[src/fca_pkg.sv]
package fca_pkg;

  localparam int BLOCK_W = 10;
  localparam int COUNT_W = 11;

  typedef enum logic [1:0] {
    OP_START  = 2'd0,
    OP_APPEND = 2'd1,
    OP_FREE   = 2'd2,
    OP_COUNT  = 2'd3
  } op_t;

  typedef enum logic [3:0] {
    ST_CLEAR,
    ST_IDLE,
    ST_TAIL_RD,
    ST_TAIL_CHK,
    ST_SCAN,
    ST_MARK,
    ST_LINK_TAIL,
    ST_WALK_RD,
    ST_WALK_CHK,
    ST_DONE
  } state_t;

  typedef struct packed {
    op_t                operation;
    logic [BLOCK_W-1:0] block;
  } in_t;

  typedef struct packed {
    logic [BLOCK_W-1:0] new_block;
    logic               ok;
    logic [COUNT_W-1:0] free_count;
  } out_t;

endpackage

[src/fca_ctrl.sv]
module fca_ctrl #(
  parameter int BLOCKS = 1024,
  parameter int AW = 10,
  parameter int LW = 11
) (
  input  logic          clk,
  input  logic          rst,
  input  logic          req_valid,
  output logic          req_ready,
  input  fca_pkg::in_t  req,
  output logic          res_valid,
  input  logic          res_take,
  output fca_pkg::out_t res,
  output logic          ram_we,
  output logic [AW-1:0] ram_waddr,
  output logic [LW-1:0] ram_wdata,
  output logic [AW-1:0] ram_raddr,
  input  logic [LW-1:0] ram_rdata
);

  import fca_pkg::*;

  localparam int IW = ((AW > BLOCK_W) ? AW : BLOCK_W) + 1;
  localparam logic [LW-1:0] LINK_END = '1;

  state_t        state, state_next;
  op_t           op, op_next;
  logic [AW-1:0] tail, tail_next;
  logic [AW-1:0] cur, cur_next;
  logic [AW-1:0] chk, chk_next;
  logic [AW-1:0] pick, pick_next;
  logic [AW:0]   scan_addr, scan_addr_next;
  logic [AW:0]   free_total, free_total_next;
  logic          pending, pending_next;
  logic          ok, ok_next;
  logic          in_range;

  assign in_range = IW'(req.block) < IW'(BLOCKS);

  always_ff @(posedge clk) begin
    if (rst) begin
      state      <= ST_CLEAR;
      scan_addr  <= '0;
      free_total <= (AW+1)'(BLOCKS);
    end else begin
      state      <= state_next;
      scan_addr  <= scan_addr_next;
      free_total <= free_total_next;
    end
  end

  always_ff @(posedge clk) begin
    op      <= op_next;
    tail    <= tail_next;
    cur     <= cur_next;
    chk     <= chk_next;
    pick    <= pick_next;
    pending <= pending_next;
    ok      <= ok_next;
  end

  always_comb begin
    state_next      = state;
    op_next         = op;
    tail_next       = tail;
    cur_next        = cur;
    chk_next        = chk;
    pick_next       = pick;
    scan_addr_next  = scan_addr;
    free_total_next = free_total;
    pending_next    = pending;
    ok_next         = ok;
    req_ready       = 1'b0;
    res_valid       = 1'b0;
    ram_we          = 1'b0;
    ram_waddr       = cur;
    ram_wdata       = '0;
    ram_raddr       = cur;
    case (state)
      ST_CLEAR: begin
        ram_we         = 1'b1;
        ram_waddr      = AW'(scan_addr);
        scan_addr_next = scan_addr + 1'b1;
        if (scan_addr == (AW+1)'(BLOCKS - 1)) begin
          state_next = ST_IDLE;
        end
      end
      ST_IDLE: begin
        req_ready = 1'b1;
        if (req_valid) begin
          op_next        = req.operation;
          tail_next      = AW'(req.block);
          cur_next       = AW'(req.block);
          pick_next      = '0;
          ok_next        = 1'b1;
          pending_next   = 1'b0;
          scan_addr_next = '0;
          case (req.operation)
            OP_START: state_next = ST_SCAN;
            OP_APPEND: begin
              if (in_range) begin
                state_next = ST_TAIL_RD;
              end else begin
                ok_next    = 1'b0;
                state_next = ST_DONE;
              end
            end
            OP_FREE: state_next = in_range ? ST_WALK_RD : ST_DONE;
            default: state_next = ST_DONE;
          endcase
        end
      end
      ST_TAIL_RD: begin
        ram_raddr  = tail;
        state_next = ST_TAIL_CHK;
      end
      ST_TAIL_CHK: begin
        if (ram_rdata == '0) begin
          ok_next    = 1'b0;
          state_next = ST_DONE;
        end else begin
          scan_addr_next = (AW+1)'(1);
          state_next     = ST_SCAN;
        end
      end
      ST_SCAN: begin
        ram_raddr = AW'(scan_addr);
        if (pending && ram_rdata == '0) begin
          pick_next  = chk;
          state_next = ST_MARK;
        end else if (scan_addr == (AW+1)'(BLOCKS)) begin
          ok_next    = 1'b0;
          state_next = ST_DONE;
        end else begin
          chk_next       = AW'(scan_addr);
          pending_next   = 1'b1;
          scan_addr_next = scan_addr + 1'b1;
        end
      end
      ST_MARK: begin
        ram_we          = 1'b1;
        ram_waddr       = pick;
        ram_wdata       = LINK_END;
        free_total_next = free_total - 1'b1;
        state_next      = (op == OP_APPEND) ? ST_LINK_TAIL : ST_DONE;
      end
      ST_LINK_TAIL: begin
        ram_we     = 1'b1;
        ram_waddr  = tail;
        ram_wdata  = LW'(pick);
        state_next = ST_DONE;
      end
      ST_WALK_RD: begin
        ram_raddr  = cur;
        state_next = ST_WALK_CHK;
      end
      ST_WALK_CHK: begin
        if (ram_rdata == '0) begin
          state_next = ST_DONE;
        end else begin
          ram_we          = 1'b1;
          ram_waddr       = cur;
          free_total_next = free_total + 1'b1;
          if (ram_rdata >= LW'(BLOCKS)) begin
            state_next = ST_DONE;
          end else begin
            cur_next   = AW'(ram_rdata);
            state_next = ST_WALK_RD;
          end
        end
      end
      ST_DONE: begin
        res_valid = 1'b1;
        if (res_take) begin
          state_next = ST_IDLE;
        end
      end
      default: state_next = ST_IDLE;
    endcase
  end

  assign res.new_block  = ok ? BLOCK_W'(pick) : '0;
  assign res.ok         = ok;
  assign res.free_count = COUNT_W'(free_total);

endmodule

[config.mk]
export PLATFORM = sky130hd
export DESIGN_NAME = fca_ctrl
export DESIGN_NICKNAME = d
export VERILOG_FILES = /design/src/fca_pkg.sv /design/src/fca_ctrl.sv
export SDC_FILE = /design/constraint.sdc
export NUM_CORES = 1
export LEC_CHECK = 0
export ABC_AREA = 1
export BUFFER_PORTS_ARGS = -buffer_cell sky130_fd_sc_hd__buf_2
export CAP_MARGIN = 15
export CORE_MARGIN = 4
export CORE_UTILIZATION = 35
export CTS_BUF_LIST = sky130_fd_sc_hd__clkbuf_8 sky130_fd_sc_hd__clkbuf_16
export CTS_CLUSTER_DIAMETER = 80
export DETAILED_ROUTE_END_ITERATION = 8
export PLACE_DENSITY = 0.54
export SLEW_MARGIN = 25
export SYNTH_ARGS = -nofsm -noshare
export SYNTH_HDL_FRONTEND = slang
export SYNTH_SLANG_ARGS = --single-unit
[constraint.sdc]
create_clock -name clk -period 6.55 [get_ports clk]
set_input_delay 0.3275 -clock clk [delete_from_list [all_inputs] [get_ports clk]]
set_output_delay 0.3275 -clock clk [all_outputs]
set_load 0.02 [all_outputs]
==> impl_results.md <==
- Die X: 119 um
- # port buffers: slightly above 80
- WL/cell: 15.5 um
- Core area: between 10000 and 15000 um2
- Worst min-delay path category: in2reg
- Clock Latency Late Sink: about 0.34 ns
- Register area: around 1800 um2
- Seq cells post-synth: 70
- Avg Cell Area, Syn: approximately 7.5 um2
- Synth top cells by count: nand2_1 (168), inv_1 (81), nor2_1 (52)
- Max-cap violations: 0
- Post-CTS Setup Bufs: 0
- Post-synthesis mux area share: 0%
- Post-synthesis simple-gate area fraction: 29.0%
- Distinct cells, synth: 35
- CP arrival: between 2 and 3 ns
- Total track usage: a little under a fifth
- H-tree level count: 3
- Final Cycle Share: a little under half
- Required time worst endpoint: ~6.2 ns
- Critical path class: reg2out
- Final hold violations: 0
- Worst r2r src: state[3]
- Post-synth EDFFs: 44
- Reg2Reg Setup Slack: around 3.9 ns
- Die area: 14200 um2
- Most common cell in the netlist: nand2_1
- Largest net degree at the start of global routing: 27
- Clk root buf: clkbuf_16
- Synth Cell Area: between 4000 and 5000 um2
- Initial DRC Count: between 300 and 400
- CTS tree: done
- CP Capture Type: output pin
- Setup TNS: 0 ns
- Min-delay src: req[0]
- Via density: about 5.0
- Routed WL: 12800 um
- Top cells by area, synth: edfxtp_1 (31%), nand2_1 (15%), dfxtp_1 (12%), inv_1 (7.0%), nand3_1 (5.3%)
- Multi-input logic area: roughly 2000 um2
- Asr flop ratio synth: 0%
- Static leakage: roughly 2.5 nW
- Io pins: 83
- Reg2reg end: cur[8]
- Crit-path cells: inv_1, nand2_2, inv_1, nand2_1, nand2_1, nor2_1, nand2_1, o2111ai_1, buf_2
- RSZ-0062 raised after global routing: no
- Slowest Stage Delay on Critical Path: 0.61 ns
- WHS Path Cells: 1
- Most used DFF post-synth: edfxtp_1
- Initial Util: approximately 36%
- Die span in y: between 100 and 150 um
- ANT nets after route: 0
- CTS sink count: 70
- PwrDens: just under 200 nW/um2
- FF-to-FF path depth: 6
- Global-route wire length before repair: around 21000 um
- Slew HR: around 36%
- CP startpoint kind: flop
- Post-layout min period: roughly 3.0 ns
- Yosys top cell by area: edfxtp_1
- Fin cells: 827
- Inst Count DP: approximately 800
- Least-Margin Pin Slew: between 0.9 and 1 ns
- Clk_skew: ~0.0092 ns
- Syn_nets: 621
- Final core utilization: between 40% and 50%
- Fill cell count: between 1000 and 1500
- DRC: 0
- # resized after CTS: 0
- Xor and xnor area share after synthesis: under 10%
- Synth Area in Adders: under 10%
- Detailed Routing Iterations Pass 1: 5
- Peak Freq: between 300 and 400 MHz
- Number of global-route vias before repair: 3939
- DP Wirelength: a little over 10000 um
- Routability cong.: 0.892
- Crit-path max FO: 17
- Setup violations, final: 0
- Cells after Synth: 579
- Main combinational cell family by area after synthesis: simple AND/OR/NAND/NOR gates
- Row count: 40
- Clock Path Buffers: 2
- Grt ovf: 0
- CP max-delay cell: nor2_1
- Initial antenna violation count: 0
- Synth top area share: 30.6%
- Peak VDD IR: approximately 85 uV
- Yosys warns: 0
- Final net count: just under 700
- Synth Area in Compound Gates: between 10% and 20%
- Ant. Diodes: 0
- CP most frequent cell: nand2_1
- Final Max Slew Viols: 0
- WHS Endpoint: tail[0]
- Worst-path clk slew: around 0.060 ns
- Via count: about 4100
- Synth-to-Final Area Change: 19.3%
- CTS Hold Bufs: 0
- Status: finished clean
- CTS buffer count: 9
- Sequential area share after synthesis: 42.6%
- Share of cells above drive strength 1: 17.9%
worst max path at each step:
stage / end / from / depth (start not counted) / slack, ns
floorplan: pick[0] / state[0] / 6 / 4.26
global placement: cur[5] / state[3] / 6 / 3.97
detailed placement: cur[2] / state[3] / 6 / 3.88
CTS: ram_waddr[9] / state[3] / 9 / 3.57
global route: ram_waddr[9] / state[3] / 9 / 3.31
finish: ram_waddr[9] / state[3] / 9 / 3.54
sequential cells by signal (all words and copies together) (netlist names), 2 cells and up:
register and count:
tail 10, free_total 11, scan_addr 11, op 2, pick 10, cur 10
chk 10, state 4
per-stage QoR:
step	power, W	worst slack, ns	area, um2	hold WS (ns)
final	0.000999	3.54	5160	0.178
after global routing	0.00104	3.31	5160	0.177
after detailed placement	0.000517	3.88	4860	0.515
after global placement	0.000517	3.97	4860	0.504
after CTS	0.00101	3.57	5160	0.167
after floorplan	0.000498	4.26	4320	0.397
worst max-delay path, delay by kind of cell (launching register included):
kind            cells  cell delay [ns]
compound gates      1             0.14
buf+inv             3             0.41
flops               1             0.38
simple gates        5             1.41
power by group:
part           internal, W  switching (W)
Clock             0.000295       0.000196
Combinational    0.0000147      0.0000219
Sequential        0.000468     0.00000325
placed cells by master, fill, tap and decap left out, drive strengths merged, types with 4 or more instances in the layout:
master,count
ha,14
nand3,46
nand2,173
o211ai,10
edfxtp,44
a21oi,32
dfxtp,26
nor2,60
clkbuf,9
inv,85
o21ai,27
o2111ai,10
a31oi,5
buf,84
clkinv,4
nor3,5
xor2,8
nand4,4
layout make-up:
cell class / count / share of cell area, %
clock inverters: 7 / 1.46
repair buffers: 84 / 8.25
multi-input cells: 404 / 39.9
inverters: 85 / 6.19
well taps: 168 / 4.08
flip-flops and latches: 70 / 35.7
clock buffers: 9 / 4.37
per-layer routing:
layer  vias up  part of all wire, %  GRT usage, %
met5         -                    0             0
met4         0                  1.8          6.59
met3        18                  6.3          3.70
met2       137                   46          29.6
met1      1893                   46          24.4
li1       2051                    -             -
kinds of logic (layout without fill, tap and decap cells):
| family | count (synthesis) | count (layout) |
|---|---|---|
| AND/OR/NAND/NOR | 292 | 292 |
| flip-flops | 70 | 70 |
| AO/OA/AOI/OAI | 88 | 88 |
| adder cells (fa/ha/maj) | 15 | 15 |
| buffers and inverters | 105 | 185 |
| XOR/XNOR | 9 | 9 |
Note: power is estimated with default switching activity, not from simulation.
